File: config.mk
export PLATFORM = sky130hd
export DESIGN_NAME = delta_zigzag_bitpack_rle_encoder
export DESIGN_NICKNAME = d
export VERILOG_FILES = /design/src/rtl/dzbr_pkg.sv /design/src/rtl/dzbr_store.sv /design/src/rtl/dzbr_history.sv /design/src/rtl/dzbr_ctrl.sv /design/src/rtl/delta_zigzag_bitpack_rle_encoder.sv
export SDC_FILE = /design/constraint.sdc
export NUM_CORES = 1
export LEC_CHECK = 0
export ABC_AREA = 1
export BUFFER_PORTS_ARGS = -buffer_cell sky130_fd_sc_hd__buf_2
export CORE_MARGIN = 8
export CORE_UTILIZATION = 60
export DETAILED_ROUTE_END_ITERATION = 16
export PLACE_DENSITY = 0.82
export SLEW_MARGIN = 5
export SYNTH_ARGS = -nofsm -noshare
export SYNTH_HDL_FRONTEND = slang
export SYNTH_SLANG_ARGS = --single-unit
File: constraint.sdc
create_clock -name clk_i -period 5.3 [get_ports clk_i]
set_input_delay 1.06 -clock clk_i [delete_from_list [all_inputs] [get_ports clk_i]]
set_output_delay 1.06 -clock clk_i [all_outputs]
set_load 0.03 [all_outputs]
File: src/rtl/dzbr_pkg.sv
// ----------------------------------------------------------------------------
// dzbr_pkg
// Shared types and constants of the delta/zigzag/bit-width/run-length encoder.
// ----------------------------------------------------------------------------
package dzbr_pkg;

  // fixed field widths
  localparam int unsigned WordW    = 16;
  localparam int unsigned TokBitsW = 5;

  // default configuration
  localparam int unsigned DefChannels    = 4;
  localparam int unsigned DefRows        = 8;
  localparam int unsigned DefHeaderWidth = 5;
  localparam int unsigned DefRunWidth    = 8;

  // one output token
  typedef struct packed {
    logic [WordW-1:0]    value;
    logic [TokBitsW-1:0] nbits;
    logic                align;
    logic                last;
  } token_t;

  // sequencer commands to the history unit
  typedef struct packed {
    logic load;   // capture incoming sample
    logic calc;   // compute residual, update history, write store
    logic clear;  // drop set state: masks and position
  } hist_ctrl_t;

endpackage

File: src/rtl/dzbr_store.sv
// ----------------------------------------------------------------------------
// dzbr_store
// Residual store of one set: one write port, one read port, registered read.
// ----------------------------------------------------------------------------
module dzbr_store import dzbr_pkg::*; #(
  parameter int unsigned DEPTH = DefChannels * DefRows,
  localparam int unsigned AddrW = $clog2(DEPTH)
) (
  input  logic             clk_i,
  input  logic             wr_en_i,
  input  logic [AddrW-1:0] wr_addr_i,
  input  logic [WordW-1:0] wr_data_i,
  input  logic             rd_en_i,
  input  logic [AddrW-1:0] rd_addr_i,
  output logic [WordW-1:0] rd_data_o
);

  logic [WordW-1:0] mem [DEPTH];
  logic [WordW-1:0] rd_data_q;

  // write port
  always_ff @(posedge clk_i) begin
    if (wr_en_i) begin
      mem[wr_addr_i] <= wr_data_i;
    end
  end

  // registered read port
  always_ff @(posedge clk_i) begin
    if (rd_en_i) begin
      rd_data_q <= mem[rd_addr_i];
    end
  end

  assign rd_data_o = rd_data_q;

endmodule

File: src/rtl/dzbr_history.sv
// ----------------------------------------------------------------------------
// dzbr_history
// Per-channel sample history, second-order residual with zigzag coding,
// per-channel OR masks and the position within the current set.
// ----------------------------------------------------------------------------
module dzbr_history import dzbr_pkg::*; #(
  parameter int unsigned CHANNELS = DefChannels,
  parameter int unsigned ROWS     = DefRows,
  localparam int unsigned SetSize = CHANNELS * ROWS,
  localparam int unsigned AddrW   = $clog2(SetSize)
) (
  input  logic                          clk_i,
  input  logic                          rst_ni,
  input  hist_ctrl_t                    ctrl_i,
  input  logic [WordW-1:0]              sample_i,
  output logic                          set_end_o,
  output logic [CHANNELS-1:0][WordW-1:0] masks_o,
  output logic                          wr_en_o,
  output logic [AddrW-1:0]              wr_addr_o,
  output logic [WordW-1:0]              wr_data_o
);

  localparam int unsigned ChW = (CHANNELS > 1) ? $clog2(CHANNELS) : 1;
  localparam logic [ChW-1:0]   LastCh  = ChW'(CHANNELS - 1);
  localparam logic [AddrW-1:0] LastPos = AddrW'(SetSize - 1);

  logic [WordW-1:0] older_q [CHANNELS];
  logic [WordW-1:0] newer_q [CHANNELS];
  logic [WordW-1:0] mask_q  [CHANNELS];
  logic [AddrW-1:0] pos_q;
  logic [ChW-1:0]   chan_q;
  logic [WordW-1:0] sample_q;
  logic [WordW-1:0] pred;
  logic [WordW-1:0] resid;
  logic [WordW-1:0] zz;

  // prediction 2*newer - older, residual, zigzag
  always_comb begin
    pred  = {newer_q[chan_q][WordW-2:0], 1'b0} - older_q[chan_q];
    resid = pred - sample_q;
    zz    = {resid[WordW-2:0], 1'b0} ^ {WordW{resid[WordW-1]}};
  end

  // sample capture
  always_ff @(posedge clk_i) begin
    if (ctrl_i.load) begin
      sample_q <= sample_i;
    end
  end

  // history, masks and position
  always_ff @(posedge clk_i or negedge rst_ni) begin
    if (!rst_ni) begin
      for (int c = 0; c < CHANNELS; c++) begin
        older_q[c] <= '0;
        newer_q[c] <= '0;
        mask_q[c]  <= '0;
      end
      pos_q  <= '0;
      chan_q <= '0;
    end else if (ctrl_i.clear) begin
      for (int c = 0; c < CHANNELS; c++) begin
        mask_q[c] <= '0;
      end
      pos_q  <= '0;
      chan_q <= '0;
    end else if (ctrl_i.calc) begin
      older_q[chan_q] <= newer_q[chan_q];
      newer_q[chan_q] <= sample_q;
      mask_q[chan_q]  <= mask_q[chan_q] | zz;
      pos_q  <= (pos_q == LastPos) ? '0 : pos_q + AddrW'(1);
      chan_q <= (chan_q == LastCh) ? '0 : chan_q + ChW'(1);
    end
  end

  always_comb begin
    for (int c = 0; c < CHANNELS; c++) begin
      masks_o[c] = mask_q[c];
    end
  end

  assign set_end_o = (pos_q == LastPos);
  assign wr_en_o   = ctrl_i.calc;
  assign wr_addr_o = pos_q;
  assign wr_data_o = zz;

endmodule

File: src/rtl/dzbr_ctrl.sv
// ----------------------------------------------------------------------------
// dzbr_ctrl
// Sequencer: per-channel width unit stepped over the channels, zero-run
// counting and token generation into a single output register.
// ----------------------------------------------------------------------------
module dzbr_ctrl import dzbr_pkg::*; #(
  parameter int unsigned CHANNELS     = DefChannels,
  parameter int unsigned ROWS         = DefRows,
  parameter int unsigned HEADER_WIDTH = DefHeaderWidth,
  parameter int unsigned RUN_WIDTH    = DefRunWidth,
  localparam int unsigned SetSize = CHANNELS * ROWS,
  localparam int unsigned AddrW   = $clog2(SetSize)
) (
  input  logic                           clk_i,
  input  logic                           rst_ni,
  // input transaction
  input  logic                           in_valid_i,
  output logic                           in_ready_o,
  input  logic                           in_mode_i,
  // history unit
  output hist_ctrl_t                     hist_o,
  input  logic                           set_end_i,
  input  logic [CHANNELS-1:0][WordW-1:0] masks_i,
  // store read port
  output logic                           rd_en_o,
  output logic [AddrW-1:0]               rd_addr_o,
  input  logic [WordW-1:0]               rd_data_i,
  // output transaction
  output logic                           out_valid_o,
  input  logic                           out_ready_i,
  output token_t                         out_tok_o
);

  localparam int unsigned ChW = (CHANNELS > 1) ? $clog2(CHANNELS) : 1;
  localparam logic [ChW-1:0]       LastCh   = ChW'(CHANNELS - 1);
  localparam logic [AddrW-1:0]     LastPos  = AddrW'(SetSize - 1);
  localparam logic [RUN_WIDTH-1:0] RunLimit = '1;

  typedef enum logic [9:0] {
    S_IDLE    = 10'b00_0000_0001,
    S_CALC    = 10'b00_0000_0010,
    S_WIDTH   = 10'b00_0000_0100,
    S_DECIDE  = 10'b00_0000_1000,
    S_RUN_HDR = 10'b00_0001_0000,
    S_RUN_CNT = 10'b00_0010_0000,
    S_HDR     = 10'b00_0100_0000,
    S_PAY_RD  = 10'b00_1000_0000,
    S_PAY_OUT = 10'b01_0000_0000,
    S_END_TOK = 10'b10_0000_0000
  } state_e;

  // what follows a run flush
  typedef enum logic [1:0] {
    K_END   = 2'd0,
    K_LIMIT = 2'd1,
    K_SET   = 2'd2
  } kind_e;

  state_e                state_q, state_d;
  kind_e                 kind_q, kind_d;
  logic [ChW-1:0]        idx_q, idx_d;
  logic [AddrW-1:0]      pay_q, pay_d;
  logic [ChW-1:0]        pch_q, pch_d;
  logic [TokBitsW-1:0]   widths_q [CHANNELS];
  logic [TokBitsW-1:0]   width_new;
  logic                  any_q, any_d;
  logic [RUN_WIDTH-1:0]  run_q, run_d;
  logic [RUN_WIDTH-1:0]  run_inc;
  token_t                tok;
  logic                  tok_en;
  logic                  emit;
  logic                  out_valid_q;
  token_t                out_q;
  logic                  in_acc;

  // width of the highest set bit
  function automatic logic [TokBitsW-1:0] bit_width(input logic [WordW-1:0] v);
    logic [TokBitsW-1:0] w;
    w = '0;
    for (int i = 0; i < WordW; i++) begin
      if (v[i]) begin
        w = TokBitsW'(i + 1);
      end
    end
    return w;
  endfunction

  assign in_ready_o = (state_q == S_IDLE);
  assign in_acc     = in_valid_i && in_ready_o;
  assign width_new  = bit_width(masks_i[idx_q]);
  assign run_inc    = run_q + RUN_WIDTH'(1);
  assign emit       = tok_en && (!out_valid_q || out_ready_i);

  // sequencer
  always_comb begin
    state_d   = state_q;
    kind_d    = kind_q;
    idx_d     = idx_q;
    pay_d     = pay_q;
    pch_d     = pch_q;
    any_d     = any_q;
    run_d     = run_q;
    hist_o    = '0;
    rd_en_o   = 1'b0;
    rd_addr_o = pay_q;
    tok       = '0;
    tok_en    = 1'b0;
    case (state_q)
      S_IDLE: begin
        if (in_acc) begin
          if (in_mode_i) begin
            hist_o.clear = 1'b1;
            kind_d       = K_END;
            idx_d        = '0;
            state_d      = (run_q != '0) ? S_RUN_HDR : S_END_TOK;
          end else begin
            hist_o.load = 1'b1;
            state_d     = S_CALC;
          end
        end
      end
      S_CALC: begin
        hist_o.calc = 1'b1;
        idx_d       = '0;
        any_d       = 1'b0;
        state_d     = set_end_i ? S_WIDTH : S_IDLE;
      end
      S_WIDTH: begin
        any_d = any_q || (width_new != '0);
        if (idx_q == LastCh) begin
          state_d = S_DECIDE;
        end else begin
          idx_d = idx_q + ChW'(1);
        end
      end
      S_DECIDE: begin
        hist_o.clear = 1'b1;
        idx_d        = '0;
        if (!any_q) begin
          run_d = run_inc;
          if (run_inc == RunLimit) begin
            kind_d  = K_LIMIT;
            state_d = S_RUN_HDR;
          end else begin
            state_d = S_IDLE;
          end
        end else begin
          kind_d  = K_SET;
          state_d = (run_q != '0) ? S_RUN_HDR : S_HDR;
        end
      end
      S_RUN_HDR: begin
        tok_en      = 1'b1;
        tok.nbits   = TokBitsW'(HEADER_WIDTH);
        tok.align   = (idx_q == LastCh);
        if (emit) begin
          if (idx_q == LastCh) begin
            state_d = S_RUN_CNT;
          end else begin
            idx_d = idx_q + ChW'(1);
          end
        end
      end
      S_RUN_CNT: begin
        tok_en    = 1'b1;
        tok.value = WordW'(run_q);
        tok.nbits = TokBitsW'(RUN_WIDTH);
        tok.last  = (kind_q == K_LIMIT);
        if (emit) begin
          run_d = '0;
          idx_d = '0;
          case (kind_q)
            K_END:   state_d = S_END_TOK;
            K_SET:   state_d = S_HDR;
            default: state_d = S_IDLE;
          endcase
        end
      end
      S_HDR: begin
        tok_en    = 1'b1;
        tok.value = WordW'(widths_q[idx_q]);
        tok.nbits = TokBitsW'(HEADER_WIDTH);
        tok.align = (idx_q == LastCh);
        if (emit) begin
          if (idx_q == LastCh) begin
            pay_d   = '0;
            pch_d   = '0;
            state_d = S_PAY_RD;
          end else begin
            idx_d = idx_q + ChW'(1);
          end
        end
      end
      S_PAY_RD: begin
        rd_en_o = 1'b1;
        state_d = S_PAY_OUT;
      end
      S_PAY_OUT: begin
        tok_en    = 1'b1;
        tok.value = rd_data_i;
        tok.nbits = widths_q[pch_q];
        tok.last  = (pay_q == LastPos);
        if (emit) begin
          if (pay_q == LastPos) begin
            state_d = S_IDLE;
          end else begin
            pay_d   = pay_q + AddrW'(1);
            pch_d   = (pch_q == LastCh) ? '0 : pch_q + ChW'(1);
            state_d = S_PAY_RD;
          end
        end
      end
      S_END_TOK: begin
        tok_en    = 1'b1;
        tok.align = 1'b1;
        tok.last  = 1'b1;
        if (emit) begin
          state_d = S_IDLE;
        end
      end
      default: begin
        state_d = S_IDLE;
      end
    endcase
  end

  // control registers
  always_ff @(posedge clk_i or negedge rst_ni) begin
    if (!rst_ni) begin
      state_q     <= S_IDLE;
      kind_q      <= K_END;
      idx_q       <= '0;
      pay_q       <= '0;
      pch_q       <= '0;
      any_q       <= 1'b0;
      run_q       <= '0;
      out_valid_q <= 1'b0;
    end else begin
      state_q <= state_d;
      kind_q  <= kind_d;
      idx_q   <= idx_d;
      pay_q   <= pay_d;
      pch_q   <= pch_d;
      any_q   <= any_d;
      run_q   <= run_d;
      if (emit) begin
        out_valid_q <= 1'b1;
      end else if (out_ready_i) begin
        out_valid_q <= 1'b0;
      end
    end
  end

  // channel widths, one per cycle through the width unit
  always_ff @(posedge clk_i) begin
    if (state_q == S_WIDTH) begin
      widths_q[idx_q] <= width_new;
    end
  end

  // output register
  always_ff @(posedge clk_i) begin
    if (emit) begin
      out_q <= tok;
    end
  end

  assign out_valid_o = out_valid_q;
  assign out_tok_o   = out_q;

`ifndef NO_ASSERTIONS
  // a pending run never sits at the limit between items
  a_run_below_limit: assert property (@(posedge clk_i) disable iff (!rst_ni)
    (state_q == S_IDLE) |-> (run_q != RunLimit))
    else $error("zero run reached its limit without a flush");

  // a token marked last ends the work of its item
  a_last_ends_item: assert property (@(posedge clk_i) disable iff (!rst_ni)
    (emit && tok.last) |=> (state_q == S_IDLE))
    else $error("sequencer busy after the last token");

  // a residual is computed only for a sample just taken
  a_calc_after_sample: assert property (@(posedge clk_i) disable iff (!rst_ni)
    (state_q == S_CALC) |-> $past(in_acc && !in_mode_i))
    else $error("residual step without a sample transaction");

  // a store read leads straight into the payload output state
  a_read_then_out: assert property (@(posedge clk_i) disable iff (!rst_ni)
    rd_en_o |=> (state_q == S_PAY_OUT))
    else $error("store read not followed by a payload token");
`endif

endmodule

File: src/rtl/delta_zigzag_bitpack_rle_encoder.sv
// Sample transaction: capture, then residual through the history unit.
// Set completion: the channels step in turn through the shared width unit, then a decide step,
// then one step per header or run token, and a store read step plus an output step per payload token.
// An end transaction is accepted in the idle state, then emits its tokens; input is not ready while busy.
// Reset (async, active low) clears history, masks, run count and position;
// the residual store is not cleared and needs no clearing pass.
// ----------------------------------------------------------------------------
// delta_zigzag_bitpack_rle_encoder
// Second-order delta, zigzag and per-channel bit-width encoder with zero-set
// run-length coding, emitting (value, width, align) tokens.
// ----------------------------------------------------------------------------
module delta_zigzag_bitpack_rle_encoder import dzbr_pkg::*; #(
  parameter int unsigned CHANNELS     = DefChannels,
  parameter int unsigned ROWS         = DefRows,
  parameter int unsigned HEADER_WIDTH = DefHeaderWidth,
  parameter int unsigned RUN_WIDTH    = DefRunWidth
) (
  input  logic        clk_i,
  input  logic        rst_ni,
  input  logic        s_axis_tvalid_i,
  output logic        s_axis_tready_o,
  input  logic [15:0] s_axis_tdata_i,   // [15:0] sample
  input  logic        s_axis_tuser_i,   // [0] mode
  output logic        m_axis_tvalid_o,
  input  logic        m_axis_tready_i,
  output logic [23:0] m_axis_tdata_o,   // [15:0] token_value, [20:16] token_bits, rest zero
  output logic        m_axis_tuser_o,   // [0] align_after
  output logic        m_axis_tlast_o
);

  localparam int unsigned SetSize = CHANNELS * ROWS;
  localparam int unsigned AddrW   = $clog2(SetSize);

  hist_ctrl_t                     hist;
  logic                           set_end;
  logic [CHANNELS-1:0][WordW-1:0] masks;
  logic                           wr_en;
  logic [AddrW-1:0]               wr_addr;
  logic [WordW-1:0]               wr_data;
  logic                           rd_en;
  logic [AddrW-1:0]               rd_addr;
  logic [WordW-1:0]               rd_data;
  token_t                         tok;

  // sample history and residual unit
  dzbr_history #(
    .CHANNELS (CHANNELS),
    .ROWS     (ROWS)
  ) u_history (
    .clk_i     (clk_i),
    .rst_ni    (rst_ni),
    .ctrl_i    (hist),
    .sample_i  (s_axis_tdata_i),
    .set_end_o (set_end),
    .masks_o   (masks),
    .wr_en_o   (wr_en),
    .wr_addr_o (wr_addr),
    .wr_data_o (wr_data)
  );

  // residuals of the current set
  dzbr_store #(
    .DEPTH (SetSize)
  ) u_store (
    .clk_i     (clk_i),
    .wr_en_i   (wr_en),
    .wr_addr_i (wr_addr),
    .wr_data_i (wr_data),
    .rd_en_i   (rd_en),
    .rd_addr_i (rd_addr),
    .rd_data_o (rd_data)
  );

  // sequencer and token output
  dzbr_ctrl #(
    .CHANNELS     (CHANNELS),
    .ROWS         (ROWS),
    .HEADER_WIDTH (HEADER_WIDTH),
    .RUN_WIDTH    (RUN_WIDTH)
  ) u_ctrl (
    .clk_i       (clk_i),
    .rst_ni      (rst_ni),
    .in_valid_i  (s_axis_tvalid_i),
    .in_ready_o  (s_axis_tready_o),
    .in_mode_i   (s_axis_tuser_i),
    .hist_o      (hist),
    .set_end_i   (set_end),
    .masks_i     (masks),
    .rd_en_o     (rd_en),
    .rd_addr_o   (rd_addr),
    .rd_data_i   (rd_data),
    .out_valid_o (m_axis_tvalid_o),
    .out_ready_i (m_axis_tready_i),
    .out_tok_o   (tok)
  );

  // output packing
  assign m_axis_tdata_o = {3'b000, tok.nbits, tok.value};
  assign m_axis_tuser_o = tok.align;
  assign m_axis_tlast_o = tok.last;

endmodule

==> results of run 1 <==
## cell usage after synthesis (4+ instances only)
| master | count | area [sq um] |
|---|---|---|
| xor2_1 | 17 | 149 |
| fa_1 | 14 | 280 |
| nor2_1 | 492 | 1850 |
| inv_1 | 174 | 653 |
| nand2_2 | 7 | 43.8 |
| a21oi_1 | 101 | 505 |
| o32ai_1 | 6 | 52.6 |
| o22ai_1 | 178 | 1110 |
| nor3_1 | 17 | 85.1 |
| ha_1 | 35 | 438 |
| inv_2 | 9 | 33.8 |
| edfxtp_1 | 587 | 17600 |
| nor2_2 | 4 | 25.0 |
| buf_4 | 4 | 30.0 |
| o211ai_1 | 5 | 37.5 |
| nand3_4 | 4 | 70.1 |
| nand3_1 | 48 | 240 |
| buf_2 | 21 | 105 |
| o21ai_0 | 561 | 2810 |
| o31ai_1 | 6 | 45.0 |
| clkbuf_1 | 161 | 604 |
| nor4_1 | 6 | 37.5 |
| buf_1 | 11 | 41.3 |
| nand2_4 | 8 | 90.1 |
| nand3_2 | 6 | 60.1 |
| or2_2 | 5 | 31.3 |
| nand4_1 | 6 | 37.5 |
| dfrtp_1 | 229 | 5730 |
| o21ai_1 | 27 | 135 |
| nand2_1 | 628 | 2360 |
## layout make-up
cell class              instances  area, sq um
flip-flops and latches        817        23400
fillers                      4142        19600
multi-input cells            2219        10900
clock buffers                 104         2160
well taps                     773          967
repair buffers                132          938
inverters                     188          717
clock inverters                41          367
## worst max-delay path, cell delays in order, from the launching register on
cell and delay, ns:
dfrtp_4 0.44, buf_12 0.45, o21ai_0 0.19, o22ai_1 0.43
fa_1 0.48, ha_1 0.36, a21oi_1 0.24, o21ai_0 0.11
a21oi_1 0.12, nand2_1 0.10, nand2_1 0.07, nand2_1 0.06
nand2_1 0.16, nand2_8 0.12, inv_4 0.24, nand2_1 0.12
nand2_1 0.72
## kinds of logic (layout without fill, tap and decap cells)
kind of cell	Yosys count	after routing	share of synthesized area, %
buffers and inverters	389	465	4.32
DFF	817	817	65.4
and+or+nand+nor	1242	1242	14.1
xor gates and xnor gates	20	20	0.511
adders and majority gates	49	49	2.01
AOI/OAI and AO/OA	905	905	13.7
other	1	3	0.0105
## flip-flops by register name, indices dropped and copies added (netlist names), 8 cells and up
signal / cells
u_store.mem: 512
u_ctrl.state_q: 10
u_history.newer_q: 64
u_history.older_q: 64
u_ctrl.widths_q: 20
u_history.sample_q: 16
u_ctrl.out_tok_o: 23
u_ctrl.run_q: 8
u_history.masks_o: 64
u_store.rd_data_o: 16
## per-layer routing
metal	part of all wire (%)	track usage, %	up-vias
met5	0.013	0	-
met4	6.3	16.3	2
met3	12	6.38	420
met2	46	44.7	1914
met1	36	35.8	12700
li1	-	-	11900
## through the flow
stage | utilization (%) | hold WS [ns] | worst slack (ns)
floorplan | - | 0.444 | 1.01
global placement | 62.5 | 0.459 | 0.730
detailed placement | 62.5 | 0.464 | 0.589
CTS | 66.8 | 0.479 | 0.562
global route | 66.8 | 0.498 | 0.112
finish | 66.8 | 0.442 | 0.458
## path summary, 6_finish.rpt
| check | endpoint | slack, ns |
|---|---|---|
| max in group asynchronous | u_history.wr_addr_o[4] | 3.86 |
| max reg2reg | u_store.mem[5][14] | 0.46 |
| min reg2reg | u_history.older_q[30] | 0.48 |
| min | u_ctrl.out_valid_o | 0.44 |
| max | u_store.mem[5][14] | 0.46 |
| min in group clk_i | u_history.older_q[30] | 0.48 |
==> run metrics, run 1 <==
status=complete, no violations; gr usage total=28.2%; Mean Syn Cell Area=10.5 sq um; Slew headroom=26.2%; Syn Inst Count=3423; clk_lat worst skew=0.65 ns; grt total ovfl=0; f_max=207 MHz; EDFF count, synth=587; Yosys cell types=60; Tmin final=4.84 ns; Yosys reg bits=817; commonest cells after routing, fill and taps aside=nand2_1 (626), edfxtp_1 (587), o21ai_0 (561), nor2_1 (492), dfrtp_1 (225); final instance area=0.0394 sq mm; final worst path period share=91.4%; ratio of cells with drive above 1 in the final layout=9.34%; TritonCTS buffer count=79; DIE AREA=0.0677 sq mm; clock sink count=817; routed wire length=97.1 mm; # diodes=0; fin nets=3507; endpoint class of the critical path=flop; DP Cell Count=4129; Routed Antenna Nets=0; clock slew seen by the registers of the worst setup and hold paths=0.06 ns; WL per Instance=22.7 um; first-pass GRT wire length=148 mm; Post CTS Setup Buffer Count=0; Worst Setup SP=u_history.chan_q[0]; CP Class=flop to flop; vias in the first global route=26.1k; Synth Warn #=0; Setup Skew=0.0302 ns; Worst Hold Class=primary input to async pin; Core Region=0.0590 sq mm; Setup TNS=0 ns; Seq/Total Area, Yosys=65.4%; post-route insts no fill=4274; CP arrival=5.14 ns; max-cap viol count=0; Top Ports=49; dominant synthesized flop cell=edfxtp_1; CTS Hold Buffers Added=0; Worst EP required=5.60 ns; CTS tree=built; FP Rows=89; asr flop ratio synth=28.2%; Via density=6.30; Slew Viols, Final=0; worst r2r path cells=16; Die Y=260 um; die width=260 um; leading cell type in the layout, fill and taps excluded=nand2_1; CTS resizes=0; Startpoint Class=flop; Worst Tran Pin Value=1.10 ns; Root Buffer=clkbuf_16; RSZ-0062 raised after global routing=false; Max FO, Critical Path=140; post-route DRC violation count=0; DR vias=26.9k; reg2reg start=u_history.chan_q[0]; Cell Area, Synth=0.0358 sq mm; CTS max path bufs=3; largest net degree at the start of global routing=160; # H-tree levels=3; DR iter-0 viols=3717; drt pass-1 iters=7; HPWL after DPL=56.0 mm; Port Buf Inserts=45; initial core utilization=60.6%; initial antenna violation count=1; Placed Area=0.0369 sq mm; Final Hold Violating Endpoints=0; setup violators final=0; GP Congestion=0.916; Layout Area Growth over Synthesis=10.2%
Power of run 1 is left out: the tool's default activity adds up to more than one toggle a clock period on the data nets, which glitch-free logic cannot reach.
==> run 2, diff against run 1 <==
- SYNTH_HIERARCHICAL: not set -> 1
==> run 2 against run 1 <==
Net effect:
- first-iteration DRC count fell by 5.8%
- synthesized area is 3.8% higher
- non-clock buffer count decreased by 6
- worst hold slack gained 0.017 ns
- critical path depth is 2 lower
- synthesized cell count up 8.3%
- clock skew up 0.0094 ns
- critical path type unchanged
==> run metrics, run 2 <==
Slew headroom=24.9%; commonest cells in the netlist=nand2_1 (1410), edfxtp_1 (587), nand3_1 (468), dfrtp_1 (229), o21ai_0 (186); Port Buf Inserts=45; Post CTS Setup Buffer Count=0; vias in the first global route=26.5k; CP Class=flop to flop; fin nets=3790; Yosys cell types=57; ratio of cells with drive above 1 in the final layout=9.10%; status=complete, no violations; CTS resizes=0; first-pass GRT wire length=145 mm; Max FO, Critical Path=81; Mean Syn Cell Area=10.0 sq um; Via density=6.02; DIE AREA=0.0701 sq mm; clk_lat worst skew=0.64 ns; Worst Hold Class=primary input to async pin; Startpoint Class=flop; post-synth top area share=47.5%; f_max=226 MHz; drt pass-1 iters=7; Slew Viols, Final=0; FP Rows=91; Worst Tran Pin Value=1.13 ns; clock sink count=817; Final Hold Violating Endpoints=0; Area contributors post-synth=edfxtp_1 (47%), dfrtp_1 (15%), nand2_1 (14%); grt total ovfl=0; asr flop ratio synth=28.2%; clock slew seen by the registers of the worst setup and hold paths=0.06 ns; Tmin final=4.43 ns; largest net degree at the start of global routing=108; Top Ports=49; initial core utilization=60.4%; GP Congestion=0.929; leading cell type in the layout, fill and taps excluded=nand2_1; CTS max path bufs=3; Cell Area, Synth=0.0371 sq mm; gr usage total=26.1%; HPWL after DPL=54.0 mm; setup violators final=0; commonest cells after routing, fill and taps aside=nand2_1 (1408), edfxtp_1 (587), nand3_1 (468), dfrtp_1 (225), o21ai_0 (186); Synth Warn #=6; RSZ-0062 raised after global routing=false; CP arrival=4.80 ns; WL per Instance=20.4 um; Setup Skew=0.0396 ns; Yosys reg bits=817; Top reg by flops=u_store/mem; EDFF count, synth=587; Seq/Total Area, Yosys=63.0%; TritonCTS buffer count=82; dominant synthesized flop cell=edfxtp_1; endpoint class of the critical path=flop; DR iter-0 viols=3500; DR vias=27.5k; # H-tree levels=3; # diodes=0; Setup TNS=0 ns; CTS Hold Buffers Added=0; Routed Antenna Nets=0; Die Y=265 um; initial antenna violation count=0; max-cap viol count=0; Core Region=0.0615 sq mm; Syn Inst Count=3708; Worst EP required=5.67 ns; cell taking the most area after synthesis=edfxtp_1; routed wire length=93.4 mm; final worst path period share=83.5%; CTS tree=built; die width=265 um; Layout Area Growth over Synthesis=9.14%; Root Buffer=clkbuf_16; count leader, synth=nand2_1; max reg flops=512; post-route DRC violation count=0
==> run 2: per-layer routing <==
layer,GRT usage [%],share of wire (%),vias up
li1,-,-,12500
met1,35.1,38,13100
met2,42.2,47,1602
met3,4.10,10,269
met4,11.6,4.3,0
met5,0,0,-
==> run 2: final cells by class <==
cell class	count	area (sq um)
multi-input cells	2497	11800
repair buffers	126	868
fillers	4401	21000
clock inverters	42	428
flip-flops and latches	817	23400
inverters	199	763
well taps	790	988
clock buffers	109	2240
==> run 2: kinds of logic after synthesis <==
group           share of synthesized area, %
simple gates                            24.1
fa+ha+maj                               1.83
flops                                   63.0
buf+inv                                 5.23
other cells                           0.0101
compound gates                          5.57
xor+xnor                               0.330
==> run 2: per-stage QoR <==
stage | utilization [%] | hold WS (ns) | cell area, sq um | setup WS, ns | instances
after floorplan | - | 0.442 | 37100 | 1.16 | 3710
after global placement | 61.6 | 0.462 | 37900 | 1.09 | 4429
after detailed placement | 61.6 | 0.463 | 37900 | 0.968 | 4429
after CTS | 65.9 | 0.480 | 40500 | 0.925 | 4580
after global routing | 65.9 | 0.498 | 40500 | 0.592 | 4580
final | 65.9 | 0.459 | 40500 | 0.873 | 4580
==> run 2: worst paths after layout <==
| path | start | endpoint | slack [ns] | depth (start not counted) |
|---|---|---|---|---|
| setup / recovery | u_history/chan_q[0] | u_store/mem[13][3] | 0.87 | 14 |
| hold / removal | rst_ni | u_history/masks_o[46] | 0.46 | 1 |
| hold reg to reg | u_history/newer_q[13] | u_history/newer_q[13] | 0.48 | 2 |
| max in group asynchronous | rst_ni | u_history/chan_q[0] | 3.84 | 2 |
| min in group clk_i | u_history/newer_q[13] | u_history/newer_q[13] | 0.48 | 2 |
| setup reg to reg | u_history/chan_q[0] | u_store/mem[13][3] | 0.87 | 14 |
==> run 2: worst max-delay path, cell delays in order (launching register included) <==
cell	delay, ns
dfrtp_4	0.40
buf_4	0.61
o21ai_0	0.20
nand2_1	0.16
inv_1	0.07
fa_1	0.47
ha_1	0.38
a21oi_1	0.26
a21oi_1	0.12
nor2_2	0.34
nand2_4	0.10
nand2_2	0.32
nand3_1	0.18
nand2_1	0.12
buf_4	0.36
Power of run 2 is left out for the same reason.
